==> src/rtl/hamming_block_encoder_defines.svh <==
// Assertion macros shared by the Hamming block encoder RTL.
`ifndef HAMMING_BLOCK_ENCODER_DEFINES_SVH
`define HAMMING_BLOCK_ENCODER_DEFINES_SVH

// A condition that must hold at every clock edge outside reset.
`define HBE_ASSERT_ALWAYS(label, clk, rst, cond, msg) \
  label: assert property (@(posedge clk) disable iff (rst) (cond)) \
    else $error(msg);

// A consequence that must hold in the same cycle as its antecedent.
`define HBE_ASSERT_IMPL(label, clk, rst, ante, cons, msg) \
  label: assert property (@(posedge clk) disable iff (rst) (ante) |-> (cons)) \
    else $error(msg);

// A consequence that must hold in the cycle after its antecedent.
`define HBE_ASSERT_NEXT(label, clk, rst, ante, cons, msg) \
  label: assert property (@(posedge clk) disable iff (rst) (ante) |=> (cons)) \
    else $error(msg);

`endif

==> src/rtl/hbe_pkg.sv <==
// Shared widths and elaboration helpers for the Hamming block encoder.
`default_nettype none

package hbe_pkg;

  localparam int DATA_BITS_W = 6;
  localparam int CODEWORD_W  = 38;
  localparam int CW_BITS_W   = 6;
  localparam int MAX_PARITY  = 7;

  // Smallest r with 2^r >= k + r + 1. Each count covers block lengths up to
  // 2^r - r - 1, so k is compared against those limits in turn.
  function automatic int parity_count(input int k);
    int r;
    priority if (k <= 0) begin
      r = 1;
    end else if (k <= 1) begin
      r = 2;
    end else if (k <= 4) begin
      r = 3;
    end else if (k <= 11) begin
      r = 4;
    end else if (k <= 26) begin
      r = 5;
    end else if (k <= 57) begin
      r = 6;
    end else begin
      r = MAX_PARITY;
    end
    return r;
  endfunction

  // Codeword position of data bit d: the d-th position whose (index + 1)
  // is not a power of two.
  function automatic int data_pos(input int d);
    int pos;
    int seen;
    int q;
    pos  = 0;
    seen = 0;
    for (int p = 0; p < 128; p++) begin
      q = p + 1;
      if ((q & (q - 1)) != 0) begin
        if (seen == d) begin
          pos = p;
        end
        seen = seen + 1;
      end
    end
    return pos;
  endfunction

  // Data bits that feed parity bit i, for a block of nd data bits.
  function automatic logic [63:0] parity_mask(input int i, input int nd);
    logic [63:0] mask;
    mask = '0;
    for (int d = 0; d < nd; d++) begin
      if ((((data_pos(d) + 1) >> i) & 1) != 0) begin
        mask[d] = 1'b1;
      end
    end
    return mask;
  endfunction

endpackage

`default_nettype wire

==> src/rtl/hbe_encoder.sv <==
// Hamming codeword builder: places data bits and forms the parity XOR trees.
`default_nettype none

module hbe_encoder #(
  parameter int MAX_DATA_BITS = 32
) (
  input  wire logic [MAX_DATA_BITS-1:0]         data,
  output logic      [hbe_pkg::CODEWORD_W-1:0]   codeword
);

  localparam int R       = hbe_pkg::parity_count(MAX_DATA_BITS);
  localparam int CW_FULL = MAX_DATA_BITS + R;

  logic [CW_FULL-1:0] cw_full;

  // Data bits go to the positions that are not parity positions, in order.
  for (genvar d = 0; d < MAX_DATA_BITS; d++) begin : g_data
    assign cw_full[hbe_pkg::data_pos(d)] = data[d];
  end

  // Parity bit i sits at 2^i - 1 and covers positions with bit i of (p + 1) set.
  for (genvar i = 0; i < R; i++) begin : g_parity
    localparam logic [63:0] MASK = hbe_pkg::parity_mask(i, MAX_DATA_BITS);
    assign cw_full[(1 << i) - 1] = ^(data & MASK[MAX_DATA_BITS-1:0]);
  end

  // Fit the full codeword to the output field: truncate or zero-fill.
  for (genvar p = 0; p < hbe_pkg::CODEWORD_W; p++) begin : g_out
    if (p < CW_FULL) begin : g_bit
      assign codeword[p] = cw_full[p];
    end else begin : g_zero
      assign codeword[p] = 1'b0;
    end
  end

endmodule

`default_nettype wire

==> src/rtl/hamming_block_encoder.sv <==
// Top level of the serial-in Hamming block encoder with a configurable block length.
`default_nettype none

// Message bits arrive one word per unstalled cycle on the input channel, gathered
// into a block of k data bits, k being the data_bits register (0 acts as 1,
// values above MAX_DATA_BITS act as MAX_DATA_BITS; reset value 32). When the
// block is full, or a word arrives with message_end set, the block is zero
// padded to k bits and one Hamming codeword leaves on the output channel:
// parity bits at positions 2^i - 1, data bits in arrival order at the other
// positions, codeword_bits giving the length k + r, and last_block marking a
// block closed by message_end. A new word is taken every cycle that in_stall
// is low. A completed block passes through two registers: the first holds the
// masked block with its length, the second holds the encoded word after the
// parity XOR trees. Those two registers also form a two-deep queue,
// so input words are only held off when both hold a codeword and the output
// is stalled. Words that do not complete a block still need a free first
// register, so the input stall depends on nothing but those two stages.
// If data_bits is lowered while a partial block is held, the block is closed
// by the next word and only its first k bits are encoded. The register is
// to be written only while no word is in flight.

`include "hamming_block_encoder_defines.svh"

module hamming_block_encoder #(
  parameter int MAX_DATA_BITS = 32
) (
  input  wire logic                              clk,
  input  wire logic                              rst,
  // configuration
  input  wire logic                              cfg_write,
  input  wire logic [hbe_pkg::DATA_BITS_W-1:0]   cfg_data,
  // input channel
  input  wire logic                              in_valid,
  output logic                                   in_stall,
  input  wire logic                              data_bit,
  input  wire logic                              message_end,
  // output channel
  output logic                                   out_valid,
  input  wire logic                              out_stall,
  output logic      [hbe_pkg::CODEWORD_W-1:0]    codeword,
  output logic      [hbe_pkg::CW_BITS_W-1:0]     codeword_bits,
  output logic                                   last_block
);

  localparam int CNT_W = $clog2(MAX_DATA_BITS + 1);

  // Configuration and collection state.
  logic [hbe_pkg::DATA_BITS_W-1:0] data_bits;
  logic [MAX_DATA_BITS-1:0]        block_buffer;
  logic [CNT_W-1:0]                bits_collected;

  // Block register: a finished, masked block waiting to be encoded.
  logic                            blk_valid;
  logic [MAX_DATA_BITS-1:0]        blk_data;
  logic [hbe_pkg::CW_BITS_W-1:0]   blk_bits;
  logic                            blk_last;

  logic [hbe_pkg::DATA_BITS_W-1:0] k_eff;
  logic [CNT_W-1:0]                cnt_inc;
  logic [MAX_DATA_BITS-1:0]        block_buffer_next;
  logic [MAX_DATA_BITS-1:0]        blk_data_next;
  logic [hbe_pkg::CW_BITS_W-1:0]   blk_bits_next;
  logic                            emit;
  logic                            in_accept;
  logic                            out_adv;
  logic                            blk_adv;
  logic [hbe_pkg::CODEWORD_W-1:0]  enc_codeword;

  // The output register moves when empty or taken; the block register moves
  // when empty or when it can pass its word on.
  assign out_adv   = !out_valid || !out_stall;
  assign blk_adv   = !blk_valid || out_adv;
  assign in_stall  = !blk_adv;
  assign in_accept = in_valid && !in_stall;

  // Effective block length after clamping the register into 1..MAX_DATA_BITS.
  always_comb begin
    priority if (data_bits == '0) begin
      k_eff = hbe_pkg::DATA_BITS_W'(1);
    end else if (int'(data_bits) > MAX_DATA_BITS) begin
      k_eff = hbe_pkg::DATA_BITS_W'(MAX_DATA_BITS);
    end else begin
      k_eff = data_bits;
    end
  end

  // The incoming bit lands at the current fill position; the count stays
  // below MAX_DATA_BITS between words, so the position always exists.
  always_comb begin
    cnt_inc           = bits_collected + CNT_W'(1);
    block_buffer_next = block_buffer;
    for (int j = 0; j < MAX_DATA_BITS; j++) begin
      if (bits_collected == CNT_W'(j)) begin
        block_buffer_next[j] = data_bit;
      end
    end
    emit = (int'(cnt_inc) >= int'(k_eff)) || message_end;
    // Only the first k bits are encoded; anything beyond is dropped.
    for (int j = 0; j < MAX_DATA_BITS; j++) begin
      blk_data_next[j] = block_buffer_next[j] && (j < int'(k_eff));
    end
    blk_bits_next = hbe_pkg::CW_BITS_W'(int'(k_eff) + hbe_pkg::parity_count(int'(k_eff)));
  end

  always_ff @(posedge clk) begin
    if (rst) begin
      data_bits      <= hbe_pkg::DATA_BITS_W'(32);
      block_buffer   <= '0;
      bits_collected <= '0;
    end else begin
      if (cfg_write) begin
        data_bits <= cfg_data;
      end
      if (in_accept) begin
        if (emit) begin
          block_buffer   <= '0;
          bits_collected <= '0;
        end else begin
          block_buffer   <= block_buffer_next;
          bits_collected <= cnt_inc;
        end
      end
    end
  end

  // Block register.
  always_ff @(posedge clk) begin
    if (rst) begin
      blk_valid <= 1'b0;
    end else if (blk_adv) begin
      blk_valid <= in_accept && emit;
    end
  end

  always_ff @(posedge clk) begin
    if (blk_adv && in_accept && emit) begin
      blk_data <= blk_data_next;
      blk_bits <= blk_bits_next;
      blk_last <= message_end;
    end
  end

  hbe_encoder #(
    .MAX_DATA_BITS (MAX_DATA_BITS)
  ) u_encoder (
    .data     (blk_data),
    .codeword (enc_codeword)
  );

  // Output register.
  always_ff @(posedge clk) begin
    if (rst) begin
      out_valid <= 1'b0;
    end else if (out_adv) begin
      out_valid <= blk_valid;
    end
  end

  always_ff @(posedge clk) begin
    if (out_adv && blk_valid) begin
      codeword      <= enc_codeword;
      codeword_bits <= blk_bits;
      last_block    <= blk_last;
    end
  end

  `HBE_ASSERT_ALWAYS(a_fill_bound, clk, rst, int'(bits_collected) < MAX_DATA_BITS, "fill count reached block capacity")
  `HBE_ASSERT_NEXT(a_end_clears, clk, rst, in_accept && message_end, bits_collected == '0, "message end did not clear the block")
  `HBE_ASSERT_NEXT(a_blk_hold, clk, rst, blk_valid && !out_adv, blk_valid && $stable(blk_data) && $stable(blk_bits), "waiting block was overwritten")
  `HBE_ASSERT_IMPL(a_cw_upper_zero, clk, rst, out_valid, (codeword >> codeword_bits) == '0, "codeword has bits beyond its length")

endmodule

`default_nettype wire

==> config.mk <==
export PLATFORM = sky130hd
export DESIGN_NAME = hamming_block_encoder
export DESIGN_NICKNAME = d
export VERILOG_FILES = /design/src/rtl/hbe_pkg.sv /design/src/rtl/hbe_encoder.sv /design/src/rtl/hamming_block_encoder.sv
export VERILOG_INCLUDE_DIRS = /design/src /design/src/rtl
export SDC_FILE = /design/constraint.sdc
export NUM_CORES = 1
export LEC_CHECK = 0
export ABC_AREA = 1
export BUFFER_PORTS_ARGS = -buffer_cell sky130_fd_sc_hd__buf_2
export CAP_MARGIN = 20
export CORE_AREA = 2 2 149 151
export CTS_CLUSTER_DIAMETER = 200
export DETAILED_ROUTE_END_ITERATION = 16
export DIE_AREA = 0 0 151 153
export PLACE_DENSITY = 0.58
export SETUP_SLACK_MARGIN = 0.4
export SYNTH_ARGS = -nofsm -noshare
export SYNTH_HDL_FRONTEND = slang
export SYNTH_HIERARCHICAL = 1
export SYNTH_SLANG_ARGS = --single-unit
export TNS_END_PERCENT = 50
==> constraint.sdc <==
create_clock -name clk -period 4.05 [get_ports clk]
set_input_delay 0.2025 -clock clk [delete_from_list [all_inputs] [get_ports clk]]
set_output_delay 0.2025 -clock clk [all_outputs]
set_load 0.005 [all_outputs]
=== Word level (Yosys, flattened, before mapping) ===
Index checks and enable logic that the tools add are counted.

* Divide/modulo/power cells: 0
* Eq/ne operators: 31
* Shift-type cells: 0
* Add/sub/neg operators: 2
* Muxes and demuxes: 42
* $mul: 0
* Bitwise operators: 0
* Reduce and logical (&&, ||, !) cells: 52
* $lt $le $gt $ge: 40

{| class="wikitable"
|+ Operators with widths
! cell !! number
|-
| XOR reduction 32 bit || 6
|-
| == test 6 x 5 -> 1 bit, second input constant || 16
|-
| < comparator 5 x 6 -> 1 bit, first input constant || 16
|-
| == test 6 x 4 -> 1 bit, second input constant || 8
|-
| < comparator 4 x 6 -> 1 bit, first input constant || 8
|-
| logical AND 1 bit || 37
|-
| 2-to-1 mux 1 bit || 33
|-
| 2-to-1 mux 32 bit || 1
|-
| == test 6 x 3 -> 1 bit, second input constant || 4
|-
| < comparator 3 x 6 -> 1 bit, first input constant || 4
|-
| 2-to-1 mux 6 bit || 3
|-
| == test 6 x 2 -> 1 bit, second input constant || 2
|-
| <= comparator 6 x 1 -> 1 bit, second input constant || 2
|-
| zero test 6 bit || 2
|-
| < comparator 1 x 6 -> 1 bit, first input constant || 2
|-
| < comparator 2 x 6 -> 1 bit, first input constant || 2
|-
| 2-to-1 mux 3 bit || 3
|-
| adder 6 x 1 -> 6 bit, second input constant || 1
|-
| adder 6 bit || 1
|-
| == test 6 x 1 -> 1 bit, second input constant || 1
|-
| >= comparator 6 bit || 1
|-
| > comparator 6 bit, second input constant || 1
|-
| <= comparator 6 x 3 -> 1 bit, second input constant || 1
|-
| <= comparator 6 x 4 -> 1 bit, second input constant || 1
|-
| 5 further kinds || 11
|}

* Input bits: 13
* Logic and storage cells: 178
* Output and inout bits: 47
* Latch bits: 0
* RAM bits: 0
* Memory bits (read-only): 0
* Flip-flop bits (word level): 130
* Memories kept: 0

=== Logic depth before layout (Yosys ltp) ===
* Depth in word-level cells: 11
* Depth in mapped cells: 16
* Gate-level depth less buffers: 15

=== Hierarchy ===
Netlist, hierarchy kept.

{| class="wikitable"
|+ By module, submodules not included
! module !! instances !! area an instance (µm²) !! cells each !! sequential area each (µm²)
|-
| hamming_block_encoder || 1 || 5695.5 || 573 || 3443.3
|-
| hbe_encoder || 1 || 1280.0 || 257 || 0.0
|}

=== Least setup slack after synthesis ===
Ideal clock, no wire load.

* Path type: reg2reg
* Start: reg bits_collected[0]
* End: reg blk_bits[0] in the netlist's numbering (enable)
* Setup time: 0.394 ns
* Data required time: 3.656 ns
* Period minus slack after synthesis: 2.954 ns
* Path slack: 1.096 ns
* Stages on the path, launching flop included: 13
* Buffers on the path: 1
* Arrival: 2.561 ns
* Cells stage by stage: dfxtp_1 > ha_1 > buf_2 > nand2_1 > nor2_1 > xor2_1 > ha_1 > nand2_1 > nor2_1 > o21ai_0 > nand4_1 > nand2_2 > inv_1

* Longest elaborated chain between the ends: 4

{| class="wikitable"
|+ RTL lines
! item !! RTL line !! RTL
|-
| from (decl) || hamming_block_encoder.sv:50 || <nowiki>logic [CNT_W-1:0] bits_collected;</nowiki>
|-
| from (signal assigned) || hamming_block_encoder.sv:120 || <nowiki>bits_collected <= cnt_inc;</nowiki>
|-
| adder 6 x 1 -> 6 bit || hamming_block_encoder.sv:90 || <nowiki>cnt_inc = bits_collected + CNT_W'(1);</nowiki>
|-
| >= comparator 6 bit || hamming_block_encoder.sv:97 || <nowiki>emit = (int'(cnt_inc) >= int'(k_eff)) || message_end;</nowiki>
|-
| logical OR 1 bit || hamming_block_encoder.sv:97 ||
|-
| logical AND 1 bit || hamming_block_encoder.sv:136 || <nowiki>if (blk_adv && in_accept && emit) begin</nowiki>
|-
| to (signal assigned) || hamming_block_encoder.sv:138 || <nowiki>blk_bits <= blk_bits_next;</nowiki>
|-
| to (decl) || hamming_block_encoder.sv:55 || <nowiki>logic [hbe_pkg::CW_BITS_W-1:0] blk_bits;</nowiki>
|}

No other way between the ends.
A chain may end at the register's enable or synchronous reset.

=== Worst setup path after layout ===
* Start: reg bits_collected[0]
* End: reg blk_data[11] (enable)

* Longest elaborated chain between the ends: 4

{| class="wikitable"
|+ RTL lines
! item !! RTL line !! RTL
|-
| adder 6 x 1 -> 6 bit || hamming_block_encoder.sv:90 ||
|-
| >= comparator 6 bit || hamming_block_encoder.sv:97 ||
|-
| logical OR 1 bit || hamming_block_encoder.sv:97 ||
|-
| logical AND 1 bit || hamming_block_encoder.sv:136 ||
|-
| to (signal assigned) || hamming_block_encoder.sv:137 || <nowiki>blk_data <= blk_data_next;</nowiki>
|-
| to (decl) || hamming_block_encoder.sv:54 || <nowiki>logic [MAX_DATA_BITS-1:0] blk_data;</nowiki>
|}

No other way between the ends.

==> impl_metrics.env <==
export IMPL_critPathKind="flip-flop to flip-flop"
export IMPL_fin_crit_ps=2996
export IMPL_cts_buffers=17
export IMPL_setup_viol=0
export IMPL_hold_viol=0
export IMPL_io_pins=60
export IMPL_ant_nets=0
export IMPL_dpl_worst_slack_ps=1091
export IMPL_synth_edf_count=84
export IMPL_status="finished clean"
export IMPL_slew_headroom_pct=40.98
export IMPL_post_route_drc_count=0
export IMPL_die_width_um=151
export IMPL_area_growth_pct=14.03
export IMPL_clock_path_buffers=2
export IMPL_finalWirelength_mm=15.38
export IMPL_root_buffer="clkbuf_16"
export IMPL_wl_per_cell_um=13.28
export IMPL_arrival_ps=3060
export IMPL_h_tree_depth=4
export IMPL_yosysMostFrequentCell="nand2_1"
export IMPL_rows=54
export IMPL_multiInputGateArea_um2=2870
export IMPL_setup_slack_ps=1054
export IMPL_leakagePower_nw=3.398
export IMPL_drt_pre_antenna_iters=5
export IMPL_gp_congestion=0.8434
export IMPL_powerDensity_nw_per_um2=471.2
export IMPL_synth_warnings=6
export IMPL_synth_top_flop_cell="edfxtp_1"
export IMPL_netlist_top_cells_count="223 x nand2_1, 84 x edfxtp_1, 82 x nor2_1"
export IMPL_slew_violations=0
export IMPL_via_per_inst=4.592
export IMPL_synth_seq_cells=130
export IMPL_grt_pass1_wl_mm=24.98
export IMPL_ff_latch_area_um2=3443
export IMPL_path_max_fanout=39
export IMPL_synthDistinctLibCells=42
export IMPL_rsz0062_at_grt="no"
export IMPL_insertion_delay_ps=420
export IMPL_overflow=0
export IMPL_initial_core_util_pct=32.47
export IMPL_dp_hpwl_mm=11.24
export IMPL_syn_area_per_cell_um2=8.404
export IMPL_synth_top_area_share_pct=36.16
export IMPL_fin_crit_sh_pct=73.97
export IMPL_vias=5318
export IMPL_fillers=2210
export IMPL_fin_tns_setup_ps=0
export IMPL_postSynth_asyncResetShare_pct=0
export IMPL_crit_path_start_kind="flip-flop"
export IMPL_synth_area_leaders="edfxtp_1 36%, dfxtp_1 13%, nand2_1 12%, nand3_1 4.7%, nor2_1 4.4%"
export IMPL_antenna_cells=0
export IMPL_syn_nets=857
export IMPL_worstMarginPinSlew_ps=884.3
export IMPL_synth_cells=830
export IMPL_required_ps=4110
export IMPL_syn_cell_area_um2=6975
export IMPL_yosysTopAreaCell="edfxtp_1"
export IMPL_design_core_area_um2=21490
export IMPL_cts_num_sinks=130
export IMPL_track_usage_pct=14.05
export IMPL_die_height_um=153
export IMPL_peakVddDrop_v=0.0001816
export IMPL_clkTransAtPathRegs_ps=60
export IMPL_hold_class="input pin to flip-flop"
export IMPL_drive_above_1_share_pct=16.63
export IMPL_dieArea_um2=23100
export IMPL_r2r_slack_ps=1050
export IMPL_hold_worst_slack_ps=43.15
export IMPL_ys_seq_area_share_pct=49.36
export IMPL_port_buffers=59
export IMPL_grt_start_max_net_pins=46
export IMPL_drv_cap=0
export IMPL_max_freq_mhz=333.8
export IMPL_clock_skew_ps=9.488
export IMPL_drt_iter0_markers=337
export IMPL_first_global_vias=4906
export IMPL_cts_tree="done"
export IMPL_endpoint_kind="flip-flop"
export IMPL_antenna_found_initial=0
export IMPL_fin_nets=892
sequential cells by signal, summed over array words and instances, names as in the netlist:
name and count:
codeword 38, blk_data 32, block_buffer 32, bits_collected 6
blk_bits 6, codeword_bits 6, data_bits 6, blk_last 1
blk_valid 1, last_block 1, out_valid 1
layout make-up:
| type | instances | share of cell area [%] |
|---|---|---|
| well taps | 280 | 4.405 |
| flip-flops and latches | 130 | 43.29 |
| clock inverters | 15 | 2.297 |
| clock buffers | 17 | 5.348 |
| inverters | 79 | 3.760 |
| multi-input cells | 568 | 36.09 |
| repair buffers | 69 | 4.814 |
path summary, 6_finish.rpt:
kind,start,to,cells after the start
worst max-delay path,bits_collected[0],blk_data[11],12
worst min-delay path,cfg_write,data_bits[5],2
worst max register to register,bits_collected[0],blk_data[11],12
worst min register to register,blk_bits[5],codeword_bits[5],0
cell usage in the layout, fill, tap and decap left out, drive strengths merged:
cell type      n
xor2          16
a211oi         4
o21ai         53
nand3b         1
nor3           5
clkinvlp       2
clkbuf        17
buf           64
clkinv         8
o211ai         1
inv           81
a21boi         1
fa             1
mux2i          9
nor2          96
nand3         66
nand2b         1
nand4          9
o21a           2
edfxtp        84
xnor2         17
a22oi          1
dlygate4sd3    5
ha            13
or2            1
a21o           1
a21oi         35
dfxtp         46
bufinv         3
nand2        235
timing repair:
| action | CTS | global route |
|---|---|---|
| hold endpoints to repair | 6 | 0 |
| endpoints found under the setup margin | 0 | 0 |
| setup buffers | 0 | 0 |
| gates resized for setup | 0 | 0 |
| hold buffers | 5 | 0 |
kinds of logic (layout without fill, tap and decap cells):
kind of cell / Yosys count / count (layout) / share of synthesized area (%)
compound gates: 98 / 98 / 7.516
xor+xnor: 33 / 33 / 4.251
fa+ha+maj: 14 / 14 / 2.619
buf+inv: 132 / 180 / 9.596
flops: 130 / 130 / 49.36
mux: 9 / 9 / 1.292
simple gates: 414 / 414 / 25.36
worst max-delay path, stage by stage, from the launching register on:
cell and delay, ps:
dfxtp_1 440, ha_1 400, nand2_1 120, nor2_1 270
xor2_1 140, ha_1 320, nand2_1 70, nor2_1 100
o21ai_0 90, nand4_1 110, nand2_2 70, inv_1 70
buf_4 400
per-stage QoR:
stage / cell area (µm²) / utilization (%) / cells / power (W)
floorplan: 6975 / - / 830 / 0.002087
global placement: 7296 / 33.96 / 1121 / 0.002203
detailed placement: 7296 / 33.96 / 1121 / 0.002211
finish: 7954 / 37.02 / 1158 / 0.003748
CTS: 7954 / 37.02 / 1158 / 0.003795
global route: 7954 / 37.02 / 1158 / 0.003957
report_power, final:
group / switching, W / internal, W
clock network: 0.000593 / 0.000973
registers: 0.0000699 / 0.00154
logic: 0.000374 / 0.000203
total: 0.00104 / 0.00271
metal layers:
metal,GRT usage [%],share of wire [%]
met1,17.43,45
met2,23.01,48
met3,3.881,4.6
met4,5.652,2.1
met5,0,0
No activity file was read; power rests on OpenSTA's default activity.
